===== src/rtl/xa_adpcm_sample_decoder_defines.svh =====
// Assertion macros shared by the XA-ADPCM sample decoder RTL.
`ifndef XA_ADPCM_SAMPLE_DECODER_DEFINES_SVH
`define XA_ADPCM_SAMPLE_DECODER_DEFINES_SVH

// Consequent checked in the same cycle as the antecedent.
`define XAD_CHECK_NOW(lbl, clk, rst, ante, cons, msg) \
   lbl: assert property (@(posedge clk) disable iff (rst) (ante) |-> (cons)) \
      else $error(msg);

// Consequent checked in the cycle after the antecedent.
`define XAD_CHECK_NEXT(lbl, clk, rst, ante, cons, msg) \
   lbl: assert property (@(posedge clk) disable iff (rst) (ante) |=> (cons)) \
      else $error(msg);

`endif


===== src/rtl/xad_pkg.sv =====
// Shared types, constants and coefficient tables of the XA-ADPCM sample decoder.
package xad_pkg;

   localparam int unsigned SampleW   = 16;
   localparam int unsigned CoefW     = 8;
   localparam int unsigned ProdW     = SampleW + CoefW;
   localparam int unsigned PredSumW  = ProdW + 1;
   localparam int unsigned DivShift  = 6;
   localparam int unsigned PredQW    = PredSumW - DivShift;
   localparam int unsigned TotalW    = PredQW + 1;
   localparam int unsigned HistDepth = 2;

   localparam int RoundBias = 32;

   localparam logic [3:0] ShiftLarge  = 4'd13;
   localparam logic [3:0] ShiftCapped = 4'd9;

   localparam logic signed [SampleW-1:0] SampleMax = 16'sh7FFF;
   localparam logic signed [SampleW-1:0] SampleMin = -16'sh8000;

   localparam logic [1:0] ChanLeft  = 2'd0;
   localparam logic [1:0] ChanRight = 2'd1;
   localparam logic [1:0] ChanBoth  = 2'd2;

   localparam int unsigned CsrIndexW = 1;
   localparam int unsigned CsrDataW  = 1;
   localparam logic [CsrIndexW-1:0] CsrStereo   = 1'b0;
   localparam logic [CsrIndexW-1:0] CsrEightBit = 1'b1;

   localparam int unsigned QueueDepth = 2;
   localparam int unsigned QueuePtrW  = $clog2(QueueDepth);
   localparam int unsigned QueueCntW  = $clog2(QueueDepth + 1);

   typedef struct packed {
      logic signed [SampleW-1:0] scaled;   // code after header shift
      logic [1:0]                filter;
      logic [1:0]                chan;
   } xad_item_type;

   function automatic logic signed [CoefW-1:0] pos_coef(input logic [1:0] filter);
      logic signed [CoefW-1:0] c;
      case (filter)
         2'd0: c = 8'sd0;
         2'd1: c = 8'sd60;
         2'd2: c = 8'sd115;
         2'd3: c = 8'sd98;
         default: c = 8'sd0;
      endcase
      return c;
   endfunction

   function automatic logic signed [CoefW-1:0] neg_coef(input logic [1:0] filter);
      logic signed [CoefW-1:0] c;
      case (filter)
         2'd2: c = -8'sd52;
         2'd3: c = -8'sd55;
         default: c = 8'sd0;
      endcase
      return c;
   endfunction

endpackage


===== src/rtl/xad_req_if.sv =====
// Input channel of the XA-ADPCM sample decoder: one coded sample per beat.
interface xad_req_if;
   logic        valid;
   logic        ready;
   logic [31:0] data_word;
   logic [2:0]  unit_index;
   logic [7:0]  unit_header;

   modport source (output valid, output data_word, output unit_index, output unit_header,
                   input ready);
   modport sink (input valid, input data_word, input unit_index, input unit_header,
                 output ready);
endinterface


===== src/rtl/xad_rsp_if.sv =====
// Result channel of the XA-ADPCM sample decoder: one PCM sample per beat.
interface xad_rsp_if;
   logic               valid;
   logic               ready;
   logic signed [15:0] sample_value;
   logic [1:0]         channel_tag;

   modport source (output valid, output sample_value, output channel_tag, input ready);
   modport sink (input valid, input sample_value, input channel_tag, output ready);
endinterface


===== src/rtl/xa_adpcm_sample_decoder.sv =====
// XA-ADPCM sample decoder: one beat in gives one PCM sample out. Sustained rate is one beat per
// cycle while the output is not stalled; an accepted beat is written into the queue and is loaded
// into the result register when the output is not stalled. The front end registers the mode bits,
// extracts and shifts the code and tags its channel; a two-entry queue decouples it from the back
// end, whose loop (history, two constant-coefficient multiplies, rounding, saturation, history
// update) sets that rate, shared by both channels. Mode writes are expected only while idle.
module xa_adpcm_sample_decoder (
   input  logic                          clock,
   input  logic                          reset,
   input  logic                          csr_wr_en,
   input  logic [xad_pkg::CsrIndexW-1:0] csr_index,
   input  logic [xad_pkg::CsrDataW-1:0]  csr_wr_data,
   xad_req_if.sink                       req_chan,
   xad_rsp_if.source                     rsp_chan
);
   import xad_pkg::*;

   xad_item_type push_item;
   xad_item_type head_item;
   logic         push;
   logic         pop;
   logic         not_empty;
   logic         full;

   xad_front u_front (
      .clock       (clock),
      .reset       (reset),
      .csr_wr_en   (csr_wr_en),
      .csr_index   (csr_index),
      .csr_wr_data (csr_wr_data),
      .req         (req_chan),
      .q_full      (full),
      .q_push      (push),
      .q_item      (push_item)
   );

   xad_queue u_queue (
      .clock     (clock),
      .reset     (reset),
      .push      (push),
      .push_item (push_item),
      .pop       (pop),
      .head_item (head_item),
      .not_empty (not_empty),
      .full      (full)
   );

   xad_back u_back (
      .clock   (clock),
      .reset   (reset),
      .q_valid (not_empty),
      .q_item  (head_item),
      .q_pop   (pop),
      .rsp     (rsp_chan)
   );

endmodule


===== src/rtl/xad_front.sv =====
// Front end: mode registers, code extraction, header shift and channel routing.
module xad_front (
   input  logic                          clock,
   input  logic                          reset,
   input  logic                          csr_wr_en,
   input  logic [xad_pkg::CsrIndexW-1:0] csr_index,
   input  logic [xad_pkg::CsrDataW-1:0]  csr_wr_data,
   xad_req_if.sink                       req,
   input  logic                          q_full,
   output logic                          q_push,
   output xad_pkg::xad_item_type         q_item
);
   import xad_pkg::*;

   logic                      stereo_ff, stereo_in;
   logic                      eight_bit_ff, eight_bit_in;
   logic [3:0]                shift_amt;
   logic [3:0]                nibble;
   logic [7:0]                code_byte;
   logic signed [SampleW-1:0] raw;

   always_comb begin
      stereo_in    = stereo_ff;
      eight_bit_in = eight_bit_ff;
      if (csr_wr_en) begin
         case (csr_index)
            CsrStereo:   stereo_in    = csr_wr_data[0];
            CsrEightBit: eight_bit_in = csr_wr_data[0];
            default: ;
         endcase
      end
   end

   always_ff @(posedge clock) begin
      if (reset) begin
         stereo_ff    <= 1'b0;
         eight_bit_ff <= 1'b0;
      end else begin
         stereo_ff    <= stereo_in;
         eight_bit_ff <= eight_bit_in;
      end
   end

   always_comb begin
      shift_amt = req.unit_header[3:0];
      if (shift_amt >= ShiftLarge) begin
         shift_amt = ShiftCapped;
      end
      nibble    = req.data_word[{req.unit_index, 2'b00} +: 4];
      // byte mode: units 4..7 wrap onto bytes 0..3
      code_byte = req.data_word[{req.unit_index[1:0], 3'b000} +: 8];
      raw       = eight_bit_ff ? {code_byte, 8'h00} : {nibble, 12'h000};

      q_item.scaled = raw >>> shift_amt;
      q_item.filter = req.unit_header[5:4];
      if (!stereo_ff) begin
         q_item.chan = ChanBoth;
      end else if (req.unit_index[0]) begin
         q_item.chan = ChanRight;
      end else begin
         q_item.chan = ChanLeft;
      end
   end

   assign req.ready = !q_full;
   assign q_push    = req.valid && !q_full;

endmodule


===== src/rtl/xad_queue.sv =====
// Short register queue between the front end and the prediction back end.
`include "xa_adpcm_sample_decoder_defines.svh"

module xad_queue (
   input  logic                  clock,
   input  logic                  reset,
   input  logic                  push,
   input  xad_pkg::xad_item_type push_item,
   input  logic                  pop,
   output xad_pkg::xad_item_type head_item,
   output logic                  not_empty,
   output logic                  full
);
   import xad_pkg::*;

   xad_item_type         slot_ff [QueueDepth];
   logic [QueuePtrW-1:0] wr_ptr_ff, wr_ptr_in;
   logic [QueuePtrW-1:0] rd_ptr_ff, rd_ptr_in;
   logic [QueueCntW-1:0] count_ff, count_in;

   function automatic logic [QueuePtrW-1:0] ptr_next(input logic [QueuePtrW-1:0] p);
      logic [QueuePtrW-1:0] n;
      if (p == QueuePtrW'(QueueDepth - 1)) begin
         n = '0;
      end else begin
         n = p + QueuePtrW'(1);
      end
      return n;
   endfunction

   always_comb begin
      wr_ptr_in = push ? ptr_next(wr_ptr_ff) : wr_ptr_ff;
      rd_ptr_in = pop ? ptr_next(rd_ptr_ff) : rd_ptr_ff;
      count_in  = count_ff;
      if (push && !pop) begin
         count_in = count_ff + QueueCntW'(1);
      end else if (pop && !push) begin
         count_in = count_ff - QueueCntW'(1);
      end
   end

   always_ff @(posedge clock) begin
      if (reset) begin
         wr_ptr_ff <= '0;
         rd_ptr_ff <= '0;
         count_ff  <= '0;
      end else begin
         wr_ptr_ff <= wr_ptr_in;
         rd_ptr_ff <= rd_ptr_in;
         count_ff  <= count_in;
      end
   end

   always_ff @(posedge clock) begin
      if (push) begin
         slot_ff[wr_ptr_ff] <= push_item;
      end
   end

   assign head_item = slot_ff[rd_ptr_ff];
   assign not_empty = (count_ff != '0);
   assign full      = (count_ff == QueueCntW'(QueueDepth));

   `XAD_CHECK_NOW(a_queue_bound, clock, reset, 1'b1, count_ff <= QueueCntW'(QueueDepth), "queue count above depth")
   `XAD_CHECK_NOW(a_pop_not_empty, clock, reset, pop, count_ff != '0, "pop from empty queue")
   `XAD_CHECK_NOW(a_push_not_full, clock, reset, push, !full, "push into full queue")

endmodule


===== src/rtl/xad_back.sv =====
// Back end: history prediction, saturation, history update and result register.
`include "xa_adpcm_sample_decoder_defines.svh"

module xad_back (
   input  logic                  clock,
   input  logic                  reset,
   input  logic                  q_valid,
   input  xad_pkg::xad_item_type q_item,
   output logic                  q_pop,
   xad_rsp_if.source             rsp
);
   import xad_pkg::*;

   logic signed [SampleW-1:0]  hl_ff [HistDepth];
   logic signed [SampleW-1:0]  hl_in [HistDepth];
   logic signed [SampleW-1:0]  hr_ff [HistDepth];
   logic signed [SampleW-1:0]  hr_in [HistDepth];
   logic                       rsp_valid_ff, rsp_valid_in;
   logic signed [SampleW-1:0]  sample_ff;
   logic [1:0]                 chan_ff;

   logic signed [SampleW-1:0]  h0, h1;
   logic signed [ProdW-1:0]    prod_pos, prod_neg;
   logic signed [PredSumW-1:0] pred_sum;
   logic signed [PredQW-1:0]   pred_q;
   logic signed [TotalW-1:0]   total;
   logic signed [SampleW-1:0]  sample;

   assign q_pop = q_valid && (!rsp_valid_ff || rsp.ready);

   always_comb begin
      h0 = (q_item.chan == ChanRight) ? hr_ff[0] : hl_ff[0];
      h1 = (q_item.chan == ChanRight) ? hr_ff[1] : hl_ff[1];
      prod_pos = h0 * pos_coef(q_item.filter);
      prod_neg = h1 * neg_coef(q_item.filter);
      pred_sum = PredSumW'(prod_pos) + PredSumW'(prod_neg) + PredSumW'(RoundBias);
      // divide by 64, truncating toward zero
      pred_q = $signed(pred_sum[PredSumW-1:DivShift]);
      if (pred_sum[PredSumW-1] && (pred_sum[DivShift-1:0] != '0)) begin
         pred_q = pred_q + PredQW'(1);
      end
      total = TotalW'(q_item.scaled) + TotalW'(pred_q);
      if (total > TotalW'(SampleMax)) begin
         sample = SampleMax;
      end else if (total < TotalW'(SampleMin)) begin
         sample = SampleMin;
      end else begin
         sample = total[SampleW-1:0];
      end
   end

   always_comb begin
      hl_in = hl_ff;
      hr_in = hr_ff;
      if (q_pop) begin
         case (q_item.chan)
            ChanLeft: begin
               hl_in[1] = hl_ff[0];
               hl_in[0] = sample;
            end
            ChanRight: begin
               hr_in[1] = hr_ff[0];
               hr_in[0] = sample;
            end
            ChanBoth: begin
               hl_in[1] = hl_ff[0];
               hl_in[0] = sample;
               hr_in[1] = hr_ff[0];
               hr_in[0] = sample;
            end
            default: ;
         endcase
      end
      rsp_valid_in = q_pop || (rsp_valid_ff && !rsp.ready);
   end

   always_ff @(posedge clock) begin
      if (reset) begin
         hl_ff[0]     <= '0;
         hl_ff[1]     <= '0;
         hr_ff[0]     <= '0;
         hr_ff[1]     <= '0;
         rsp_valid_ff <= 1'b0;
      end else begin
         hl_ff        <= hl_in;
         hr_ff        <= hr_in;
         rsp_valid_ff <= rsp_valid_in;
      end
   end

   always_ff @(posedge clock) begin
      if (q_pop) begin
         sample_ff <= sample;
         chan_ff   <= q_item.chan;
      end
   end

   assign rsp.valid        = rsp_valid_ff;
   assign rsp.sample_value = sample_ff;
   assign rsp.channel_tag  = chan_ff;

   `XAD_CHECK_NEXT(a_pop_loads_out, clock, reset, q_pop, rsp_valid_ff && sample_ff == hl_ff[0] || rsp_valid_ff && sample_ff == hr_ff[0], "result does not match newest history")
   `XAD_CHECK_NEXT(a_mono_hist_match, clock, reset, q_pop && q_item.chan == ChanBoth, hl_ff[0] == hr_ff[0], "mono beat left histories apart")
   `XAD_CHECK_NEXT(a_hist_hold, clock, reset, !q_pop, $stable(hl_ff[0]) && $stable(hr_ff[0]), "history moved without a beat")

endmodule

===== src/flat_wrapper.sv =====
// flat-port wrapper written by rule: the top's interface ports become plain ports
module xa_adpcm_sample_decoder_flat import xad_pkg::*;
  (clock, reset, csr_wr_en, csr_index, csr_wr_data, req_chan_valid, req_chan_data_word, req_chan_unit_index, req_chan_unit_header, req_chan_ready, rsp_chan_valid, rsp_chan_sample_value, rsp_chan_channel_tag, rsp_chan_ready);
  xad_req_if req_chan_i ();
  xad_rsp_if rsp_chan_i ();
  input  logic clock;
  input  logic reset;
  input  logic csr_wr_en;
  input  logic [xad_pkg::CsrIndexW-1:0] csr_index;
  input  logic [xad_pkg::CsrDataW-1:0] csr_wr_data;
  input wire logic [$bits(req_chan_i.valid)-1:0] req_chan_valid;
  input wire logic [$bits(req_chan_i.data_word)-1:0] req_chan_data_word;
  input wire logic [$bits(req_chan_i.unit_index)-1:0] req_chan_unit_index;
  input wire logic [$bits(req_chan_i.unit_header)-1:0] req_chan_unit_header;
  output wire logic [$bits(req_chan_i.ready)-1:0] req_chan_ready;
  output wire logic [$bits(rsp_chan_i.valid)-1:0] rsp_chan_valid;
  output wire logic [$bits(rsp_chan_i.sample_value)-1:0] rsp_chan_sample_value;
  output wire logic [$bits(rsp_chan_i.channel_tag)-1:0] rsp_chan_channel_tag;
  input wire logic [$bits(rsp_chan_i.ready)-1:0] rsp_chan_ready;
  assign req_chan_i.valid = req_chan_valid;
  assign req_chan_i.data_word = req_chan_data_word;
  assign req_chan_i.unit_index = req_chan_unit_index;
  assign req_chan_i.unit_header = req_chan_unit_header;
  assign req_chan_ready = req_chan_i.ready;
  assign rsp_chan_valid = rsp_chan_i.valid;
  assign rsp_chan_sample_value = rsp_chan_i.sample_value;
  assign rsp_chan_channel_tag = rsp_chan_i.channel_tag;
  assign rsp_chan_i.ready = rsp_chan_ready;
  xa_adpcm_sample_decoder u_core (.clock(clock), .reset(reset), .csr_wr_en(csr_wr_en), .csr_index(csr_index), .csr_wr_data(csr_wr_data), .req_chan(req_chan_i), .rsp_chan(rsp_chan_i));
endmodule

===== config.mk =====
export PLATFORM = sky130hd
export DESIGN_NAME = xa_adpcm_sample_decoder_flat
export DESIGN_NICKNAME = d
export VERILOG_FILES = /design/src/rtl/xad_pkg.sv /design/src/rtl/xad_req_if.sv /design/src/rtl/xad_rsp_if.sv /design/src/rtl/xa_adpcm_sample_decoder.sv /design/src/rtl/xad_front.sv /design/src/rtl/xad_queue.sv /design/src/rtl/xad_back.sv /design/src/flat_wrapper.sv
export VERILOG_INCLUDE_DIRS = /design/src /design/src/rtl
export SDC_FILE = /design/constraint.sdc
export NUM_CORES = 1
export LEC_CHECK = 0
export ABC_CLOCK_PERIOD_IN_PS = 9900
export BUFFER_PORTS_ARGS = -buffer_cell sky130_fd_sc_hd__buf_2
export CAP_MARGIN = 10
export CORE_UTILIZATION = 59
export CTS_BUF_LIST = sky130_fd_sc_hd__clkbuf_8
export CTS_CLUSTER_SIZE = 14
export DETAILED_ROUTE_END_ITERATION = 12
export PLACE_DENSITY = 0.8
export SLEW_MARGIN = 20
export SYNTH_ARGS = -nofsm -noshare
export SYNTH_HDL_FRONTEND = slang
export SYNTH_SLANG_ARGS = --single-unit

===== constraint.sdc =====
create_clock -name clock -period 9.9 [get_ports clock]
set_input_delay 0 -clock clock [delete_from_list [all_inputs] [get_ports clock]]
set_output_delay 0 -clock clock [all_outputs]
set_load 0.01 [all_outputs]

==> flow_metrics.py <==
metrics = {
    "outcome": {
        "outcome": "complete, but fails checks",
        "violations": "setup timing",
    },
    "cells_and_area": {
        "diodes": 0,
        "areaGrowthSynthToFinish_pct": 23.3,
        "drive_gt1_share_pct": 26.9,
        "final_nets": 2187,
    },
    "placed_design": {
        "place.detailed.hpwl_mm": 30.4,
        "gp_congestion": 0.968,
        "port_buffers": 67,
    },
    "logic_synthesis": {
        "synthMostInstantiatedCell": "inv_1",
        "seq_area_frac_synth_pct": 21.4,
        "yosys-top-cells-count": "inv_1 (255), fa_1 (183), nand2_1 (139), ha_1 (130), nor2_1 (124)",
        "post-synth-top-area-fraction_pct": 24.6,
        "async_flop_share_pct": 0,
        "yosysUniqueCellTypes": 68,
        "synth_edf_count": 58,
        "synth_nets": 1932,
        "yosys_warnings": 0,
        "syn_area_sq_um": 14900,
        "synth_cells": 1569,
        "syn_area_per_cell_sq_um": 9.47,
        "yosys_most_used_dff": "dfxtp_1",
        "ys_ff_latch": 130,
        "synth_top_area_cell": "fa_1",
        "synth.area.top_cells": "fa_1 (25%), edfxtp_1 (12%), ha_1 (11%)",
    },
    "min_path": {
        "worstHoldPathCells": 3,
        "worstHoldStart": "req_chan_unit_header[2]",
        "hp-class": "in2reg",
        "hold_path_end": "u_core.u_queue.slot_ff[1][8]",
    },
    "worst_setup_path": {
        "cp_slowest_cell": "fa_1",
        "start_kind": "flip-flop",
        "critPathRequiredTime_ns": 10.25,
        "ff2ff_path_depth": 36,
        "cp.arrival_ns": 10.33,
        "reg2reg_slack_ns": -0.08,
        "end_kind": "flip-flop",
        "cp_common_cell": "fa_1",
        "cp_max_fo": 7,
        "cpPeakStageDelay_ns": 0.59,
        "r2r-end": "u_core.u_back.hr_ff[26]",
        "path_class": "reg2reg",
    },
    "clocking": {
        "clk_pin_slew_ns": 0.09,
        "cts.sinks": 130,
        "ctsLongestPathBuffers": 2,
        "cts_root_buf": "clkbuf_8",
        "cts_buffers": 17,
        "h-tree-depth": 4,
        "cts_tree": "done",
        "clock_latency_ns": 0.45,
    },
    "timing": {
        "setup_viol_count_final": 12,
        "rsz0062_at_grt": "true",
        "final.setup.worst_slack_ns": -0.0774,
        "worst_pin_slew_ns": 1.03,
        "fin_crit_ns": 9.98,
        "hold_viol": 0,
        "slew_headroom_pct": 31.1,
        "max_freq_mhz": 100,
        "holdWs_ns": 0.0653,
        "fin_skew_ns": 0.0213,
        "period_share_pct": 101,
        "report.final.slew_viol_count": 0,
    },
    "grt": {
        "grt_pass1_wl_mm": 62.1,
        "grt_pass1_vias": 12500,
        "grt_max_degree": 75,
        "grt-ovfl-total": 0,
        "antenna_found_initial": 0,
        "grt_use_total_pct": 30.4,
    },
    "detailed_routing": {
        "drt-total-wl_mm": 40.7,
        "drt-met1-wl_mm": 16.0,
        "viasPerCell": 5.72,
        "ant_nets": 0,
        "drc": 0,
        "vias": 12400,
        "routed.top_layer": "met4",
        "dr.first_iter.drc_count": 1015,
        "dr_wl_met3_mm": 2.29,
        "wl_per_cell_um": 18.8,
        "first_pass_iters": 6,
        "dr_wl_met2_mm": 20.8,
    },
    "floorplanning": {
        "die-area_sq_um": 25800,
        "pin_count": 70,
        "start_util_pct": 60.6,
        "die_h_um": 161,
        "fp.dieW_um": 161,
        "rows": 57,
        "fp.coreArea_sq_um": 24500,
    },
    "run": {
        "cap_viol_max_count": 0,
    },
}
[routing by layer]
metal | up-vias | GRT usage [%]
met5 | - | 0
met3 | 136 | 4.16
met4 | 0 | 10.5
met2 | 507 | 53.3
li1 | 5651 | -
met1 | 6072 | 38.6
[area by class of cell]
cell class	instances	area (sq um)
clock buffers	17	234
clock inverters	15	160
fillers	1552	6200
inverters	255	957
multi-input cells	1127	11200
flip-flops and latches	130	3190
well taps	324	405
repair buffers	293	2180
[per-stage QoR]
stage / TNS [ns] / cells / setup WS, ns / util (%) / cell area [sq um]
2_1_floorplan: 0 / 1569 / 0.0388 / - / 14900
4_1_cts: 0 / 2131 / 0.0125 / 70.9 / 17400
3_5_place_dp: -1.10 / 2089 / -0.121 / 68.7 / 16800
5_1_grt: -9.98 / 2161 / -0.333 / 74.7 / 18300
3_3_place_gp: -0.0349 / 2089 / -0.0265 / 68.7 / 16800
6_report: -0.315 / 2161 / -0.0774 / 74.7 / 18300
[repair_timing]
item	4_1_cts	5_1_grt
gates cloned	0	1
setup buffers	1	29
endpoints found under the setup margin	44	47
resized for setup	12	161
hold endpoints to repair	8	0
pin swaps	8	100
hold buffers	9	0
[sequential cells by signal, indices dropped and copies added, names as in the netlist, named ones only]
signal                          flops
u_core.u_queue.count_ff             2
u_core.u_front.stereo_ff            1
u_core.u_queue.wr_ptr_ff            1
u_core.u_queue.slot_ff             40
u_core.u_back.rsp.channel_tag       2
u_core.u_front.eight_bit_ff         1
u_core.u_back.hl_ff                32
u_core.u_back.rsp.sample_value     16
u_core.u_back.rsp.valid             1
u_core.u_queue.rd_ptr_ff            1
u_core.u_back.hr_ff                32
[cells in the final DEF, fill, tap and decap left out, drive strengths merged, types with 17 or more instances in the layout]
cell type / n
clkbuf: 17
o21ai: 46
nand2b: 18
mux2: 25
nor2: 124
a21oi: 79
buf: 284
inv: 266
and2: 27
ha: 130
a211oi: 36
fa: 183
edfxtp: 58
xor2: 24
dfxtp: 72
nand2: 139
nor2b: 67
xnor2: 39
mux2i: 45
[how the worst max path moves through the flow]
stage                                        end  depth (start not counted)
6_report                 u_core.u_back.hr_ff[26]                         36
2_1_floorplan  u_core.u_back.rsp.sample_value[9]                         39
3_3_place_gp   u_core.u_back.rsp.sample_value[0]                         37
4_1_cts                  u_core.u_back.hl_ff[23]                         37
5_1_grt                  u_core.u_back.hr_ff[26]                         36
3_5_place_dp   u_core.u_back.rsp.sample_value[0]                         37
[logic make-up (layout without fill, tap and decap cells)]
family / Yosys count / in the layout / share of synthesized area [%]
xor gates and xnor gates: 63 / 63 / 3.71
buffers and inverters: 312 / 580 / 7.95
adders and majority gates: 313 / 313 / 35.6
DFF: 130 / 130 / 21.4
AOI/OAI and AO/OA: 233 / 233 / 9.96
muxes: 86 / 86 / 7.43
and+or+nand+nor: 432 / 432 / 13.9
[critical path, delay by kind of cell, from the launching register on]
family | cells | cell delay, ns
xor+xnor | 2 | 0.47
fa+ha+maj | 9 | 4.03
simple gates | 6 | 1.38
flops | 1 | 0.39
mux | 2 | 0.46
compound gates | 10 | 2.21
buf+inv | 7 | 0.93
Power is not shown: default switching activity piles up to over one toggle a cycle in this logic, so the estimate is an artifact.
